## src/design/sssu_pkg.sv

```systemverilog
// Types, constants and the segment table of the display serializer.
package sssu_pkg;

   localparam int WORD_WIDTH  = 16;
   localparam int DIGIT_COUNT = 4;

   localparam logic [7:0]  SELECT_UNITS = 8'h08;
   localparam logic [15:0] DIV10_RECIP  = 16'hCCCD;
   localparam int          DIV10_SHIFT  = 19;
   localparam logic [3:0]  BIT_LAST     = 4'd15;

   typedef struct packed {
      logic        mode;
      logic [15:0] number;
   } req_payload_type;

   typedef struct packed {
      logic serial_bit;
      logic last;
   } rsp_payload_type;

   typedef struct packed {
      logic                  valid;
      logic [WORD_WIDTH-1:0] word;
   } queue_entry_type;

   typedef enum logic {
      FRONT_IDLE,
      FRONT_CONVERT
   } front_state_type;

   // Active-low common-anode segment code of one decimal digit.
   function automatic logic [7:0] seg_code(input logic [3:0] digit);
      logic [7:0] code;
      unique case (digit)
         4'd0:    code = 8'hC0;
         4'd1:    code = 8'hF9;
         4'd2:    code = 8'hA4;
         4'd3:    code = 8'hB0;
         4'd4:    code = 8'h99;
         4'd5:    code = 8'h92;
         4'd6:    code = 8'h82;
         4'd7:    code = 8'hF8;
         4'd8:    code = 8'h80;
         4'd9:    code = 8'h90;
         default: code = 8'hFF;
      endcase
      return code;
   endfunction

endpackage

```

## src/design/seven_segment_scan_serializer_unit.sv

```systemverilog
// Top level of the four-digit seven-segment scan serializer.
//
// Usage: the req channel takes one item per transfer. mode = 1 loads a new
// 16-bit number and turns the display on; mode = 0 is a refresh tick. Each
// tick after the first load produces sixteen transfers on the rsp channel:
// the one-hot digit select byte, then the active-low segment byte, both MSB
// first, with last set on the sixteenth bit to mark the latch pulse.
// Ticks before the first load produce nothing.
// A tick's word is written into the queue and then loaded into the serializer's
// shift register before its first bit is offered. The serializer sends one bit
// per cycle while the receiver is ready and goes straight on to the next queued
// word after a last bit; the queue absorbs QUEUE_DEPTH ticks while earlier
// words are still shifting out.
// A load occupies the front end for one transfer plus four decimal digit
// steps through the shared divide-by-ten unit, and req_ready stays low
// meanwhile. Words already queued keep shifting during a load.
// Reset clears the display flag, the scan position, the queue and the
// serializer. When the receiver stalls, the current bit holds; once the
// queue fills, req_ready drops until a word drains.
module seven_segment_scan_serializer_unit #(
   parameter int QUEUE_DEPTH = 2
) (
   input  logic                      clock,
   input  logic                      reset,
   input  logic                      req_valid,
   output logic                      req_ready,
   input  sssu_pkg::req_payload_type req_data,
   output logic                      rsp_valid,
   input  logic                      rsp_ready,
   output sssu_pkg::rsp_payload_type rsp_data
);

   // Word pushed by the front end, and the queue head seen by the back end.
   sssu_pkg::queue_entry_type push;
   sssu_pkg::queue_entry_type head;
   logic                      queue_full;
   logic                      pop;

   sssu_front u_front (
      .clock      (clock),
      .reset      (reset),
      .req_valid  (req_valid),
      .req_ready  (req_ready),
      .req_data   (req_data),
      .push       (push),
      .queue_full (queue_full)
   );

   sssu_queue #(
      .DEPTH (QUEUE_DEPTH)
   ) u_queue (
      .clock (clock),
      .reset (reset),
      .push  (push),
      .head  (head),
      .pop   (pop),
      .full  (queue_full)
   );

   sssu_back u_back (
      .clock     (clock),
      .reset     (reset),
      .head      (head),
      .pop       (pop),
      .rsp_valid (rsp_valid),
      .rsp_ready (rsp_ready),
      .rsp_data  (rsp_data)
   );

endmodule

```

## src/design/sssu_front.sv

```systemverilog
// Front end: accepts items, keeps the display state and builds one word per tick once a number is loaded.
module sssu_front (
   input  logic                     clock,
   input  logic                     reset,
   input  logic                     req_valid,
   output logic                     req_ready,
   input  sssu_pkg::req_payload_type req_data,
   output sssu_pkg::queue_entry_type push,
   input  logic                     queue_full
);

   sssu_pkg::front_state_type state_ff, state_in;

   logic        shown_ff;
   logic [1:0]  scan_ff;
   logic [1:0]  count_m1_ff;
   logic [15:0] work_ff;
   logic [1:0]  step_ff;
   logic [3:0]  digit_ff [sssu_pkg::DIGIT_COUNT];

   logic        req_accept;
   logic        load_fire;
   logic        tick_fire;
   logic        converting;
   logic [31:0] product;
   logic [12:0] quo;
   logic [15:0] rem_wide;
   logic [1:0]  count_m1_in;
   logic [1:0]  scan_in;

   // Next scan position: (position + 1) modulo the number of significant digits.
   function automatic logic [1:0] next_scan(input logic [1:0] pos, input logic [1:0] cnt_m1);
      logic [1:0] nxt;
      unique case (cnt_m1)
         2'd0:    nxt = 2'd0;
         2'd1:    nxt = {1'b0, ~pos[0]};
         2'd2:    nxt = (pos == 2'd0) ? 2'd1 : (pos == 2'd1) ? 2'd2 :
                        (pos == 2'd2) ? 2'd0 : 2'd1;
         default: nxt = pos + 2'd1;
      endcase
      return nxt;
   endfunction

   assign req_accept = req_valid && req_ready;
   assign load_fire  = req_accept && req_data.mode;
   assign tick_fire  = req_accept && !req_data.mode && shown_ff;

   // One decimal digit per conversion step, by reciprocal multiplication.
   assign product  = 32'(work_ff) * 32'(sssu_pkg::DIV10_RECIP);
   assign quo      = product[31:sssu_pkg::DIV10_SHIFT];
   assign rem_wide = work_ff - 16'({quo, 3'b000}) - 16'({quo, 1'b0});

   always_comb begin
      priority if (req_data.number > 16'd999) begin
         count_m1_in = 2'd3;
      end else if (req_data.number > 16'd99) begin
         count_m1_in = 2'd2;
      end else if (req_data.number > 16'd9) begin
         count_m1_in = 2'd1;
      end else begin
         count_m1_in = 2'd0;
      end
   end

   assign scan_in = next_scan(scan_ff, count_m1_ff);

   always_comb begin
      push.valid = tick_fire;
      push.word  = {8'(sssu_pkg::SELECT_UNITS >> scan_ff), sssu_pkg::seg_code(digit_ff[scan_ff])};
   end

   // Next-state logic.
   always_comb begin
      state_in = state_ff;
      unique case (state_ff)
         sssu_pkg::FRONT_IDLE: begin
            if (load_fire) begin
               state_in = sssu_pkg::FRONT_CONVERT;
            end
         end
         sssu_pkg::FRONT_CONVERT: begin
            if (step_ff == 2'(sssu_pkg::DIGIT_COUNT - 1)) begin
               state_in = sssu_pkg::FRONT_IDLE;
            end
         end
         default: state_in = sssu_pkg::FRONT_IDLE;
      endcase
   end

   // Output logic.
   always_comb begin
      unique case (state_ff)
         sssu_pkg::FRONT_IDLE: begin
            req_ready  = !queue_full;
            converting = 1'b0;
         end
         sssu_pkg::FRONT_CONVERT: begin
            req_ready  = 1'b0;
            converting = 1'b1;
         end
         default: begin
            req_ready  = 1'b0;
            converting = 1'b0;
         end
      endcase
   end

   always_ff @(posedge clock) begin
      if (reset) begin
         state_ff <= sssu_pkg::FRONT_IDLE;
         shown_ff <= 1'b0;
         scan_ff  <= 2'd0;
      end else begin
         state_ff <= state_in;
         if (load_fire) begin
            shown_ff <= 1'b1;
         end
         if (tick_fire) begin
            scan_ff <= scan_in;
         end
      end
   end

   always_ff @(posedge clock) begin
      if (load_fire) begin
         work_ff     <= req_data.number;
         step_ff     <= 2'd0;
         count_m1_ff <= count_m1_in;
      end else if (converting) begin
         digit_ff[step_ff] <= rem_wide[3:0];
         work_ff           <= 16'(quo);
         step_ff           <= step_ff + 2'd1;
      end
   end

endmodule

```

## src/design/sssu_queue.sv

```systemverilog
// Small word queue between the front end and the serializer.
module sssu_queue #(
   parameter int DEPTH = 2
) (
   input  logic                      clock,
   input  logic                      reset,
   input  sssu_pkg::queue_entry_type push,
   output sssu_pkg::queue_entry_type head,
   input  logic                      pop,
   output logic                      full
);

   localparam int PtrWidth   = (DEPTH > 1) ? $clog2(DEPTH) : 1;
   localparam int CountWidth = $clog2(DEPTH + 1);

   logic [sssu_pkg::WORD_WIDTH-1:0] entry_ff [DEPTH];
   logic [PtrWidth-1:0]             wr_ptr_ff;
   logic [PtrWidth-1:0]             rd_ptr_ff;
   logic [CountWidth-1:0]           count_ff;
   logic                            do_push;
   logic                            do_pop;

   function automatic logic [PtrWidth-1:0] bump(input logic [PtrWidth-1:0] ptr);
      return (ptr == PtrWidth'(DEPTH - 1)) ? '0 : ptr + PtrWidth'(1);
   endfunction

   assign full       = (count_ff == CountWidth'(DEPTH));
   assign head.valid = (count_ff != '0);
   assign head.word  = entry_ff[rd_ptr_ff];
   assign do_push    = push.valid && !full;
   assign do_pop     = pop && head.valid;

   always_ff @(posedge clock) begin
      if (reset) begin
         wr_ptr_ff <= '0;
         rd_ptr_ff <= '0;
         count_ff  <= '0;
      end else begin
         if (do_push) begin
            wr_ptr_ff <= bump(wr_ptr_ff);
         end
         if (do_pop) begin
            rd_ptr_ff <= bump(rd_ptr_ff);
         end
         if (do_push && !do_pop) begin
            count_ff <= count_ff + CountWidth'(1);
         end else if (do_pop && !do_push) begin
            count_ff <= count_ff - CountWidth'(1);
         end
      end
   end

   always_ff @(posedge clock) begin
      if (do_push) begin
         entry_ff[wr_ptr_ff] <= push.word;
      end
   end

endmodule

```

## src/design/sssu_back.sv

```systemverilog
// Back end: shifts each queued word out one bit per transfer, MSB first.
module sssu_back (
   input  logic                      clock,
   input  logic                      reset,
   input  sssu_pkg::queue_entry_type head,
   output logic                      pop,
   output logic                      rsp_valid,
   input  logic                      rsp_ready,
   output sssu_pkg::rsp_payload_type rsp_data
);

   logic                            busy_ff;
   logic [sssu_pkg::WORD_WIDTH-1:0] shift_ff;
   logic [3:0]                      bit_ff;
   logic                            fire;
   logic                            end_word;

   assign rsp_valid           = busy_ff;
   assign rsp_data.serial_bit = shift_ff[sssu_pkg::WORD_WIDTH-1];
   assign rsp_data.last       = (bit_ff == sssu_pkg::BIT_LAST);

   assign fire     = busy_ff && rsp_ready;
   assign end_word = fire && rsp_data.last;
   assign pop      = head.valid && (!busy_ff || end_word);

   always_ff @(posedge clock) begin
      if (reset) begin
         busy_ff <= 1'b0;
      end else if (pop) begin
         busy_ff <= 1'b1;
      end else if (end_word) begin
         busy_ff <= 1'b0;
      end
   end

   always_ff @(posedge clock) begin
      if (pop) begin
         shift_ff <= head.word;
         bit_ff   <= 4'd0;
      end else if (fire) begin
         shift_ff <= {shift_ff[sssu_pkg::WORD_WIDTH-2:0], 1'b0};
         bit_ff   <= bit_ff + 4'd1;
      end
   end

endmodule

```

## config.mk

```make
export PLATFORM = sky130hd
export DESIGN_NAME = seven_segment_scan_serializer_unit
export DESIGN_NICKNAME = d
export VERILOG_FILES = /design/src/design/sssu_pkg.sv /design/src/design/seven_segment_scan_serializer_unit.sv /design/src/design/sssu_front.sv /design/src/design/sssu_queue.sv /design/src/design/sssu_back.sv
export SDC_FILE = /design/constraint.sdc
export NUM_CORES = 1
export LEC_CHECK = 0
export BUFFER_PORTS_ARGS = -buffer_cell sky130_fd_sc_hd__buf_4
export CAP_MARGIN = 30
export CELL_PAD_IN_SITES_DETAIL_PLACEMENT = 1
export CELL_PAD_IN_SITES_GLOBAL_PLACEMENT = 1
export CORE_AREA = 8 8 146 162
export DETAILED_ROUTE_END_ITERATION = 10
export DIE_AREA = 0 0 154 170
export PLACE_DENSITY = 0.8
export SYNTH_ARGS = -nofsm -noshare
export SYNTH_HDL_FRONTEND = slang
export SYNTH_HIERARCHICAL = 1
export SYNTH_SLANG_ARGS = --single-unit
```

## constraint.sdc

```tcl
create_clock -name clock -period 5.8 [get_ports clock]
set_input_delay 0.29 -clock clock [delete_from_list [all_inputs] [get_ports clock]]
set_output_delay 0.29 -clock clock [all_outputs]
set_load 0.02 [all_outputs]
```

==> results of run 1 <==
-- area by class of cell --
| class | count | area (um^2) | area share, % |
|---|---|---|---|
| Tap cell | 261 | 327 | 3.06 |
| Clock buffer | 9 | 225 | 2.11 |
| Sequential cell | 100 | 2820 | 26.4 |
| Timing Repair Buffer | 102 | 785 | 7.34 |
| Clock inverter | 7 | 73.8 | 0.691 |
| Multi-Input combinational cell | 506 | 5810 | 54.4 |
| Inverter | 171 | 642 | 6.01 |
-- layer usage --
layer,up-vias,GRT usage [%]
li1,2837,-
met1,3206,21.2
met2,179,35.9
met3,100,2.87
met4,0,9.13
met5,-,0
-- state kept, by name (all words and copies together) (netlist names), named ones only --
| signal | count |
|---|---|
| u_front/digit_ff | 16 |
| u_back/rsp_valid | 1 |
| u_queue/rd_ptr_ff | 1 |
| u_front/work_ff | 16 |
| u_front/scan_ff | 2 |
| u_queue/entry_ff | 32 |
| u_back/shift_ff | 16 |
| u_queue/wr_ptr_ff | 1 |
| u_front/step_ff | 2 |
| u_back/bit_ff | 4 |
| u_queue/count_ff | 2 |
| u_front/state_ff | 1 |
| u_front/count_m1_ff | 2 |
| u_front/shown_ff | 1 |
-- per-stage QoR --
| stage | hold WS (ns) | TNS (ns) | worst slack, ns | util (%) |
|---|---|---|---|---|
| global route | 0.167 | -4.77 | -0.359 | 51.0 |
| detailed placement | 0.482 | -1.97 | -0.285 | 46.9 |
| finish | 0.160 | -2.17 | -0.259 | 51.0 |
| floorplan | 0.359 | 0 | 0.114 | - |
| global placement | 0.470 | -0.121 | -0.0857 | 46.9 |
| CTS | 0.148 | -0.0136 | -0.0136 | 49.7 |
-- worst max-delay path: stages (launching register included) --
cell and delay (ns):
edfxtp_1 0.44, buf_6 0.15, ha_4 0.26, inv_2 0.04, fa_1 0.54, inv_2 0.06
fa_1 0.56, fa_1 0.45, fa_1 0.55, inv_2 0.05, fa_1 0.54, inv_2 0.07
ha_4 0.28, buf_6 0.09, nand4_1 0.09, a21o_1 0.21, a21oi_2 0.21, o21ai_2 0.12
nand2b_1 0.16, xnor2_2 0.17, ha_4 0.25, a21oi_2 0.16, xnor3_1 0.31
-- final timing paths --
path | to | depth (start not counted) | startpoint
max | u_front/digit_ff[2][3]$_DFFE_PP_ | 22 | u_front/work_ff[2]$_DFFE_PP_
min | u_back/bit_ff[3]$_SDFFE_PP0P_ | 2 | rsp_ready
max reg2reg | u_front/digit_ff[2][3]$_DFFE_PP_ | 22 | u_front/work_ff[2]$_DFFE_PP_
min reg2reg | u_queue/wr_ptr_ff$_SDFFE_PP0N_ | 2 | u_queue/wr_ptr_ff$_SDFFE_PP0N_
-- what timing repair did --
action | CTS | global route
setup buffers | 11 | 16
resized for setup | 30 | 39
setup endpoints to repair | 16 | 20
pin swaps | 20 | 59
endpoints found under the hold margin | 0 | 0
-- cells by family after synthesis --
logic type,after synthesis
XOR/XNOR,23
AO/OA/AOI/OAI,88
adder cells (fa/ha/maj),230
buffers and inverters,189
AND/OR/NAND/NOR,120
other,2
flip-flops,100
multiplexers,40
-- cells in the final DEF (no fill, tap or decap), types with 5 or more instances in the layout --
cell | netlist | final
inv_1 | 171 | 162
ha_1 | 150 | 131
buf_4 | 7 | 97
edfxtp_1 | 82 | 82
fa_1 | 80 | 78
nand2_1 | 33 | 33
nor2_1 | 30 | 30
mux2_2 | 26 | 26
a21oi_1 | 26 | 19
dfxtp_1 | 18 | 18
ha_4 | 0 | 16
o21ai_0 | 15 | 12
xor2_1 | 11 | 10
clkbuf_16 | 0 | 9
a21o_1 | 9 | 9
nand3_1 | 10 | 9
inv_2 | 0 | 9
and2_1 | 9 | 9
mux2_4 | 8 | 8
xnor2_1 | 11 | 8
nand4_1 | 5 | 5
a21oi_2 | 0 | 5
nand2b_1 | 5 | 5
nor3_1 | 6 | 5
conb_1 | 2 | 5
buf_6 | 0 | 5
==> results.py, run 1 <==
metrics = {
    "run_status": {
        "status": "complete, but fails checks",
        "violations": "setup timing",
    },
    "die": {
        "num_rows": 56,
        "start_util_pct": 43.0,
        "die_y_um": 170,
        "core_mm2": 0.0210,
        "die_x_um": 154,
        "pin_count": 25,
        "dieArea_mm2": 0.0262,
    },
    "sta": {
        "clock_skew_ns": 0.0174,
        "min_period_ns": 6.06,
        "worst_slew_pin_slew_ns": 1.03,
        "rsz0062_at_grt": "yes",
        "finalWorstSetupSlack_ns": -0.259,
        "drv_slew": 0,
        "final-hold-violation-count": 0,
        "finalSetupViolCount": 19,
        "fin_crit_sh_pct": 104,
        "max-slew-margin-rel_pct": 31.3,
        "fmax_mhz": 165,
    },
    "setup_path": {
        "required_ns": 5.88,
        "crit_type": "flop to flop",
        "worst-r2r-setup-slack_ns": -0.26,
        "crit_path_end_kind": "flop",
        "start_kind": "flop",
        "arrival_ns": 6.13,
        "cp_max_fo": 4,
    },
    "synthesis": {
        "synth_area_leader_cell": "edfxtp_1",
        "synth_top_family_by_area": "adder cells",
        "synth_top_area_share_pct": 27.3,
        "yosys_warnings": 6,
        "yosysSeqAreaShare_pct": 31.3,
        "synth.area.top_cells": "edfxtp_1, ha_1, fa_1",
        "avgSynthCellArea_um2": 11.4,
        "synth_xor_area_share_pct": 2.39,
        "synth_edf_count": 82,
        "synthAdderAreaFrac_pct": 38.6,
        "syn_area_mm2": 0.00901,
        "yosys.area_share.simple_pct": 6.62,
        "synth_compound_area_share_pct": 6.93,
        "ys_top_cells_by_count": "inv_1, ha_1, edfxtp_1, fa_1, nand2_1",
        "muxShareOfSynthArea_pct": 5.67,
        "synth_cells": 792,
        "synth.most_common_cell": "inv_1",
        "async_flop_share_pct": 0,
        "ys_types": 63,
        "synth-main-ff-cell": "edfxtp_1",
        "synth_seq_cells": 100,
    },
    "clock_tree": {
        "cts_sinks": 100,
        "hold_buffers": 0,
        "cts-root-buf": "clkbuf_16",
        "clk_pin_slew_ns": 0.09,
        "insertion_delay_ns": 0.37,
        "cts_max_level": 3,
        "cts_tree": "yes",
        "cts-buffers-inserted": 9,
        "cts_buffer_depth": 2,
    },
    "drt": {
        "wl_met3_um": 901,
        "firstDrtPassIters": 4,
        "antenna_left": 0,
        "avgViaCountPerCell": 5.47,
        "wl_met1_um": 9970,
        "drt-initial-drc-count": 341,
        "vias": 6322,
        "drc_errors": 0,
        "routedWlPerCell_um": 22.9,
        "routed_wl_um": 26500,
        "topRoutingLayerUsed": "met4",
        "wl_met2_um": 14000,
    },
    "global_route": {
        "grt_pass1_wl_um": 38600,
        "grt_usage_pct": 19.3,
        "grt_pass1_vias": 7068,
        "grt.overflow.total": 0,
        "grt_max_degree": 25,
        "antenna_found_initial": 0,
    },
    "placement": {
        "port_buffers": 24,
        "hpwl_um": 18600,
        "placed_cell_area_mm2": 0.00983,
        "placed_cells": 1117,
        "gp_congestion": 0.909,
    },
    "worst_hold_path": {
        "hp-class": "input port to flop",
    },
    "layout": {
        "diodes": 0,
        "area_growth_syn_to_layout_pct": 18.5,
        "drive_gt1_share_pct": 24.6,
        "final_nets": 1141,
        "stdcell_count": 1156,
        "fillCellCount": 2204,
        "design_area_mm2": 0.0107,
    },
    "job": {
        "cap_violations": 0,
    },
}
Power of run 1 is left out: the tool's default activity adds up to more than one toggle a clock period on the data nets, which glitch-free logic cannot reach.
==> run 2: changes to the inputs <==
--- a/config.mk
+++ b/config.mk
@@ -9,11 +9,10 @@
 export CAP_MARGIN = 30
 export CELL_PAD_IN_SITES_DETAIL_PLACEMENT = 1
 export CELL_PAD_IN_SITES_GLOBAL_PLACEMENT = 1
-export CORE_AREA = 8 8 146 162
+export CORE_AREA = 8 8 142 157
 export DETAILED_ROUTE_END_ITERATION = 10
-export DIE_AREA = 0 0 154 170
-export PLACE_DENSITY = 0.8
+export DIE_AREA = 0 0 150 165
+export PLACE_DENSITY = 0.81
 export SYNTH_ARGS = -nofsm -noshare
 export SYNTH_HDL_FRONTEND = slang
-export SYNTH_HIERARCHICAL = 1
 export SYNTH_SLANG_ARGS = --single-unit
==> run 2 against run 1 <==
- the run still ends with setup timing left
- register-to-register slack is essentially flat
- setup slack got worse by 0.012 ns
- final area shrank 5.0%
- via count fell by 1.5%
- first-iteration DRC count unchanged
- critical endpoint is now u_front.digit_ff[3][3]$_DFFE_PP_
- largest cell class unchanged
- highest routed layer unchanged
==> results.py, run 2 <==
metrics = {
    "sta": {
        "min_period_ns": 6.07,
        "fin_crit_sh_pct": 105,
        "clock_skew_ns": 0.0132,
        "worst_slew_pin_slew_ns": 0.967,
        "finalSetupViolCount": 21,
        "drv_slew": 0,
        "hold_ws_ns": 0.215,
        "fmax_mhz": 165,
        "finalWorstSetupSlack_ns": -0.271,
        "rsz0062_at_grt": "yes",
        "max-slew-margin-rel_pct": 35.3,
        "final-hold-violation-count": 0,
    },
    "synthesis": {
        "yosysSeqAreaShare_pct": 29.6,
        "synth-main-ff-cell": "edfxtp_1",
        "ys_top_cells_by_count": "inv_1, ha_1, fa_1, edfxtp_1, nor2_1",
        "synth.most_common_cell": "inv_1",
        "synth.area.top_cells": "edfxtp_1, ha_1, fa_1",
        "avgSynthCellArea_um2": 10.8,
        "ys_types": 54,
        "async_flop_share_pct": 0,
        "yosys_warnings": 0,
        "synth_cells": 786,
        "synth_edf_count": 72,
        "synth_area_leader_cell": "edfxtp_1",
        "synth_nets": 1037,
        "synth_top_area_share_pct": 25.4,
        "syn_area_mm2": 0.00852,
        "synth_seq_cells": 90,
    },
    "global_route": {
        "grtUsageMet1_pct": 21.0,
        "antenna_found_initial": 0,
        "grt_pass1_vias": 6674,
        "grt.overflow.total": 0,
        "grt_usage_pct": 18.8,
        "grt_max_degree": 31,
        "grt_util_met2_pct": 34.5,
        "gr-usage-met3_pct": 3.29,
        "grt_busiest_layer": "met2",
        "grt_pass1_wl_um": 35400,
    },
    "drt": {
        "routed_wl_um": 25400,
        "avgViaCountPerCell": 5.52,
        "drt-initial-drc-count": 341,
        "firstDrtPassIters": 5,
        "vias": 6226,
        "antenna_left": 0,
        "drc_errors": 0,
        "routedWlPerCell_um": 22.5,
    },
    "layout": {
        "final_nets": 1122,
        "diodes": 0,
        "design_area_mm2": 0.0101,
        "utilization_pct": 51.8,
        "final_common_cell": "inv_1",
        "largest_reg_flops": 22,
        "regMostFlops": "u_queue.entry_ff",
        "drive_gt1_share_pct": 18.5,
        "area_growth_syn_to_layout_pct": 19.1,
        "final_cell_mix": "inv_1, ha_1, buf_4, fa_1, edfxtp_1",
    },
    "run_status": {
        "violations": "setup timing",
        "status": "complete, but fails checks",
    },
    "setup_path": {
        "reg2reg_from": "u_front.work_ff[1]$_DFFE_PP_",
        "crit_type": "flop to flop",
        "crit_path_end_kind": "flop",
        "cp_max_fo": 5,
        "critPathMostFrequentCell": "fa_1",
        "path_cells": "ha_1, xor2_1, ha_1, fa_1, fa_1, fa_1, inv_1, fa_1, inv_1, ha_1, a21o_1, a22o_4, buf_6, a211oi_2, xnor2_1, ha_2, a211oi_2, xnor2_2",
        "required_ns": 5.89,
        "cp-startpoint": "u_front.work_ff[1]$_DFFE_PP_",
        "crit_slowest_cell": "fa_1",
        "worst-r2r-setup-slack_ns": -0.27,
        "start_kind": "flop",
        "critPathMaxStageDelay_ns": 0.58,
        "arrival_ns": 6.16,
    },
    "clock_tree": {
        "cts_sinks": 90,
        "insertion_delay_ns": 0.36,
        "cts_buffer_depth": 2,
        "cts-buffers-inserted": 9,
        "cts_max_level": 3,
        "cts-root-buf": "clkbuf_16",
        "clk_pin_slew_ns": 0.07,
        "cts_tree": "yes",
        "hold_buffers": 0,
    },
    "placement": {
        "port_buffers": 24,
        "gp_congestion": 0.945,
        "dp_slack_ns": -0.200,
        "placed_cell_area_mm2": 0.00928,
        "hpwl_um": 17800,
    },
    "job": {
        "cap_violations": 0,
    },
    "die": {
        "die_y_um": 165,
        "start_util_pct": 43.5,
        "pin_count": 25,
        "num_rows": 54,
        "core_mm2": 0.0196,
        "dieArea_mm2": 0.0248,
        "die_x_um": 150,
    },
    "worst_hold_path": {
        "hold_start": "reset",
        "hp-class": "input port to flop",
    },
}
[run 2: worst max-delay path, delay by kind of cell, from the launching register on]
family	cells	cell delay, ns
fa+ha+maj	8	3.48
buf+inv	3	0.25
xor+xnor	3	0.55
compound gates	4	0.98
flops	1	0.55
[run 2: path summary, 6_finish.rpt]
path | cells past startpoint | to
setup / recovery | 18 | u_front.digit_ff[3][3]$_DFFE_PP_
hold / removal | 2 | u_front.state_ff$_SDFF_PP0_
setup reg to reg | 18 | u_front.digit_ff[3][3]$_DFFE_PP_
hold reg to reg | 2 | u_back.bit_ff[1]$_SDFFE_PP0P_
[run 2: area by class of cell]
class	count	area (um^2)
Inverter	171	642
Tap cell	252	315
Timing Repair Buffer	86	664
Fill cell	2115	9450
Clock inverter	7	133
Clock buffer	9	225
Multi-Input combinational cell	513	5650
Sequential cell	90	2520
[run 2: what timing repair did]
item,4_1_cts,5_1_grt
setup buffers,6,15
gates resized for setup,10,49
endpoints found under the setup margin,12,23
endpoints found under the hold margin,0,0
pin swaps,13,38
[run 2: per-stage QoR]
step	std cells	TNS [ns]
after floorplan	786	0
after global placement	1091	-0.0685
after detailed placement	1091	-1.16
after CTS	1113	-0.00400
after global routing	1128	-5.29
final	1128	-2.79
[run 2: logic make-up (layout without fill, tap and decap cells)]
family                     after synthesis  in the layout  share of synthesized area [%]
xor gates and xnor gates                25             25                           2.57
AOI/OAI and AO/OA                      105            105                           8.21
DFF                                     90             90                           29.6
and+or+nand+nor                        132            132                           7.77
muxes                                   21             21                           2.95
buffers and inverters                  183            273                           8.10
adders and majority gates              230            230                           40.8
[run 2: per-layer routing]
layer  vias to the layer above  routed length, um
li1                       2792                  -
met1                      3164               9570
met2                       173              13400
met3                        97                975
met4                         0               1450
met5                         -                  0
Power of run 2 is left out for the same reason.
==> run 3: changes to the inputs <==
--- a/config.mk
+++ b/config.mk
@@ -8,11 +8,12 @@
 export BUFFER_PORTS_ARGS = -buffer_cell sky130_fd_sc_hd__buf_4
 export CAP_MARGIN = 30
 export CELL_PAD_IN_SITES_DETAIL_PLACEMENT = 1
-export CELL_PAD_IN_SITES_GLOBAL_PLACEMENT = 1
-export CORE_AREA = 8 8 142 157
+export CELL_PAD_IN_SITES_GLOBAL_PLACEMENT = 2
+export CORE_AREA = 8 8 150 167
 export DETAILED_ROUTE_END_ITERATION = 10
-export DIE_AREA = 0 0 150 165
-export PLACE_DENSITY = 0.81
+export DIE_AREA = 0 0 158 175
+export GPL_TIMING_DRIVEN = 0
+export PLACE_DENSITY = 0.85
 export SYNTH_ARGS = -nofsm -noshare
 export SYNTH_HDL_FRONTEND = slang
 export SYNTH_SLANG_ARGS = --single-unit
==> run 3 against run 2 <==
- the flow still finishes with violations (setup timing)
- critical path depth is 2 lower
- clock skew is 0.0074 ns lower
- sequential cell count unchanged
- core utilization shrank 6.1 points
- final cell count rose by 4.5%
- via count decreased by 4.7%
- setup slack better by 0.25 ns
- maximum frequency grew 4.3%
- routed wire length fell by 13%
- non-clock buffer count rose by 3
==> results.py, run 3 (synthesis results as in run 2) <==
metrics = {
    "run_status": {
        "status": "complete, but fails checks",
        "violations": "setup timing",
    },
    "die": {
        "dieArea_mm2": 0.0277,
        "start_util_pct": 38.1,
        "die_y_um": 175,
        "die_x_um": 158,
        "num_rows": 58,
        "core_mm2": 0.0224,
        "pin_count": 25,
    },
    "setup_path": {
        "reg2reg_from": "u_front.work_ff[4]$_DFFE_PP_",
        "cp_max_fo": 5,
        "start_kind": "flop",
        "required_ns": 5.89,
        "arrival_ns": 5.91,
        "reg2regPathDepth": 16,
        "r2r-end": "u_front.work_ff[10]$_DFFE_PP_",
        "crit_path_end_kind": "flop",
        "worst-r2r-setup-slack_ns": -0.02,
        "crit_type": "flop to flop",
    },
    "sta": {
        "clock_skew_ns": 0.00579,
        "fin_crit_sh_pct": 100,
        "fmax_mhz": 172,
        "rsz0062_at_grt": "yes",
        "finalWorstSetupSlack_ns": -0.0210,
        "min_period_ns": 5.82,
        "max-slew-margin-rel_pct": 43.0,
        "hold_ws_ns": 0.234,
        "worst_slew_pin_slew_ns": 0.855,
        "final-hold-violation-count": 0,
        "drv_slew": 0,
        "finalSetupViolCount": 1,
    },
    "layout": {
        "multiInputGateArea_mm2": 0.00572,
        "final_nets": 1125,
        "design_area_mm2": 0.0102,
        "fillCellCount": 2475,
        "regMostFlops": "u_queue.entry_ff",
        "diodes": 0,
        "drive_gt1_share_pct": 18.8,
        "stdcell_count": 1179,
        "final_common_cell": "inv_1",
        "register_area_mm2": 0.00252,
        "final_cell_mix": "inv_1, ha_1, fa_1, buf_4, edfxtp_1",
        "largest_reg_flops": 22,
        "area_growth_syn_to_layout_pct": 19.9,
    },
    "placement": {
        "hpwl_um": 16700,
        "placed_cells": 1110,
        "gp_congestion": 0.859,
        "port_buffers": 23,
        "placed_cell_area_mm2": 0.00909,
    },
    "clock_tree": {
        "cts_max_level": 3,
        "cts_tree": "yes",
        "cts_buffer_depth": 2,
        "cts-root-buf": "clkbuf_16",
        "cts-buffers-inserted": 9,
        "insertion_delay_ns": 0.34,
        "clk_pin_slew_ns": 0.07,
        "hold_buffers": 0,
        "cts_sinks": 90,
    },
    "job": {
        "cap_violations": 0,
    },
    "drt": {
        "routedWlPerCell_um": 18.7,
        "firstDrtPassIters": 4,
        "antenna_left": 0,
        "vias": 5935,
        "drc_errors": 0,
        "routed_wl_um": 22100,
        "drt-initial-drc-count": 261,
        "avgViaCountPerCell": 5.03,
    },
    "worst_hold_path": {
        "hp-class": "input port to flop",
        "hold_start": "req_data[14]",
        "hold_depth": 2,
        "worstHoldEndpoint": "u_front.work_ff[14]$_SDFFCE_PN0P_",
    },
    "global_route": {
        "antenna_found_initial": 0,
        "grt_max_degree": 17,
        "grtUsageMet1_pct": 20.0,
        "grt.overflow.total": 0,
        "grt_util_met2_pct": 27.6,
        "grt_pass1_vias": 6526,
        "gr-usage-met3_pct": 2.13,
        "grt_busiest_layer": "met2",
        "grt_usage_pct": 16.2,
        "grt_pass1_wl_um": 34400,
    },
}
==> run 3: changes by cell type in the layout (fill, tap and decap cells not counted), sizes merged <==
cell | before | now
buf | 86 | 78
bufinv | 3 | 1
clkbuf | 9 | 20
clkinv | 2 | 3
clkinvlp | 0 | 3
inv | 173 | 171
==> run 3: how the worst max path moves through the flow <==
stage	start	to	slack, ns
6_report	u_front.work_ff[4]$_DFFE_PP_	u_front.work_ff[10]$_DFFE_PP_	-0.02
4_1_cts	u_front.work_ff[4]$_DFFE_PP_	u_front.work_ff[10]$_DFFE_PP_	0.0009
3_5_place_dp	u_front.work_ff[3]$_DFFE_PP_	u_front.work_ff[9]$_DFFE_PP_	-0.60
2_1_floorplan	u_front.work_ff[3]$_DFFE_PP_	u_front.work_ff[10]$_DFFE_PP_	0.02
3_3_place_gp	u_front.work_ff[3]$_DFFE_PP_	u_front.work_ff[10]$_DFFE_PP_	-0.54
5_1_grt	u_front.work_ff[4]$_DFFE_PP_	u_front.work_ff[10]$_DFFE_PP_	-0.13
==> run 3: through the flow <==
| step | setup WS, ns | utilization (%) | setup TNS [ns] |
|---|---|---|---|
| 5_1_grt | -0.128 | 45.7 | -0.560 |
| 2_1_floorplan | 0.0210 | - | 0 |
| 3_5_place_dp | -0.600 | 40.7 | -9.16 |
| 4_1_cts | 0.000943 | 44.5 | 0 |
| 3_3_place_gp | -0.537 | 40.6 | -7.82 |
| 6_report | -0.0210 | 45.7 | -0.0210 |
==> run 3: layout make-up <==
type | count | share of cell area [%]
plain buffers | 12 | 0.478
clock buffers | 9 | 2.20
well taps | 300 | 3.67
flip-flops and latches | 90 | 24.7
repair buffers | 77 | 5.92
inverters | 171 | 6.28
clock inverters | 7 | 0.759
multi-input cells | 513 | 56.0
==> run 3: timing repair <==
action	CTS	global route
pin swaps	29	31
gates cloned	0	0
resized for setup	42	39
setup buffers	41	11
endpoints found under the setup margin	24	18
==> run 3: critical path: stages (launching register included) <==
cell	delay, ns
edfxtp_1	0.55
ha_4	0.34
inv_2	0.04
fa_2	0.56
inv_2	0.04
fa_1	0.46
fa_1	0.54
fa_1	0.48
fa_2	0.61
ha_4	0.20
and3_4	0.16
a22o_4	0.27
o31a_1	0.28
a221o_1	0.31
a21o_4	0.22
a21o_1	0.19
a211o_1	0.30
==> run 3: routing by layer <==
layer  vias up  share of wire, %
met5         -                 0
met4         0               4.1
met3        52               2.7
met2       102                51
met1      2973                43
li1       2808                 -
Power of run 3 is left out for the same reason.
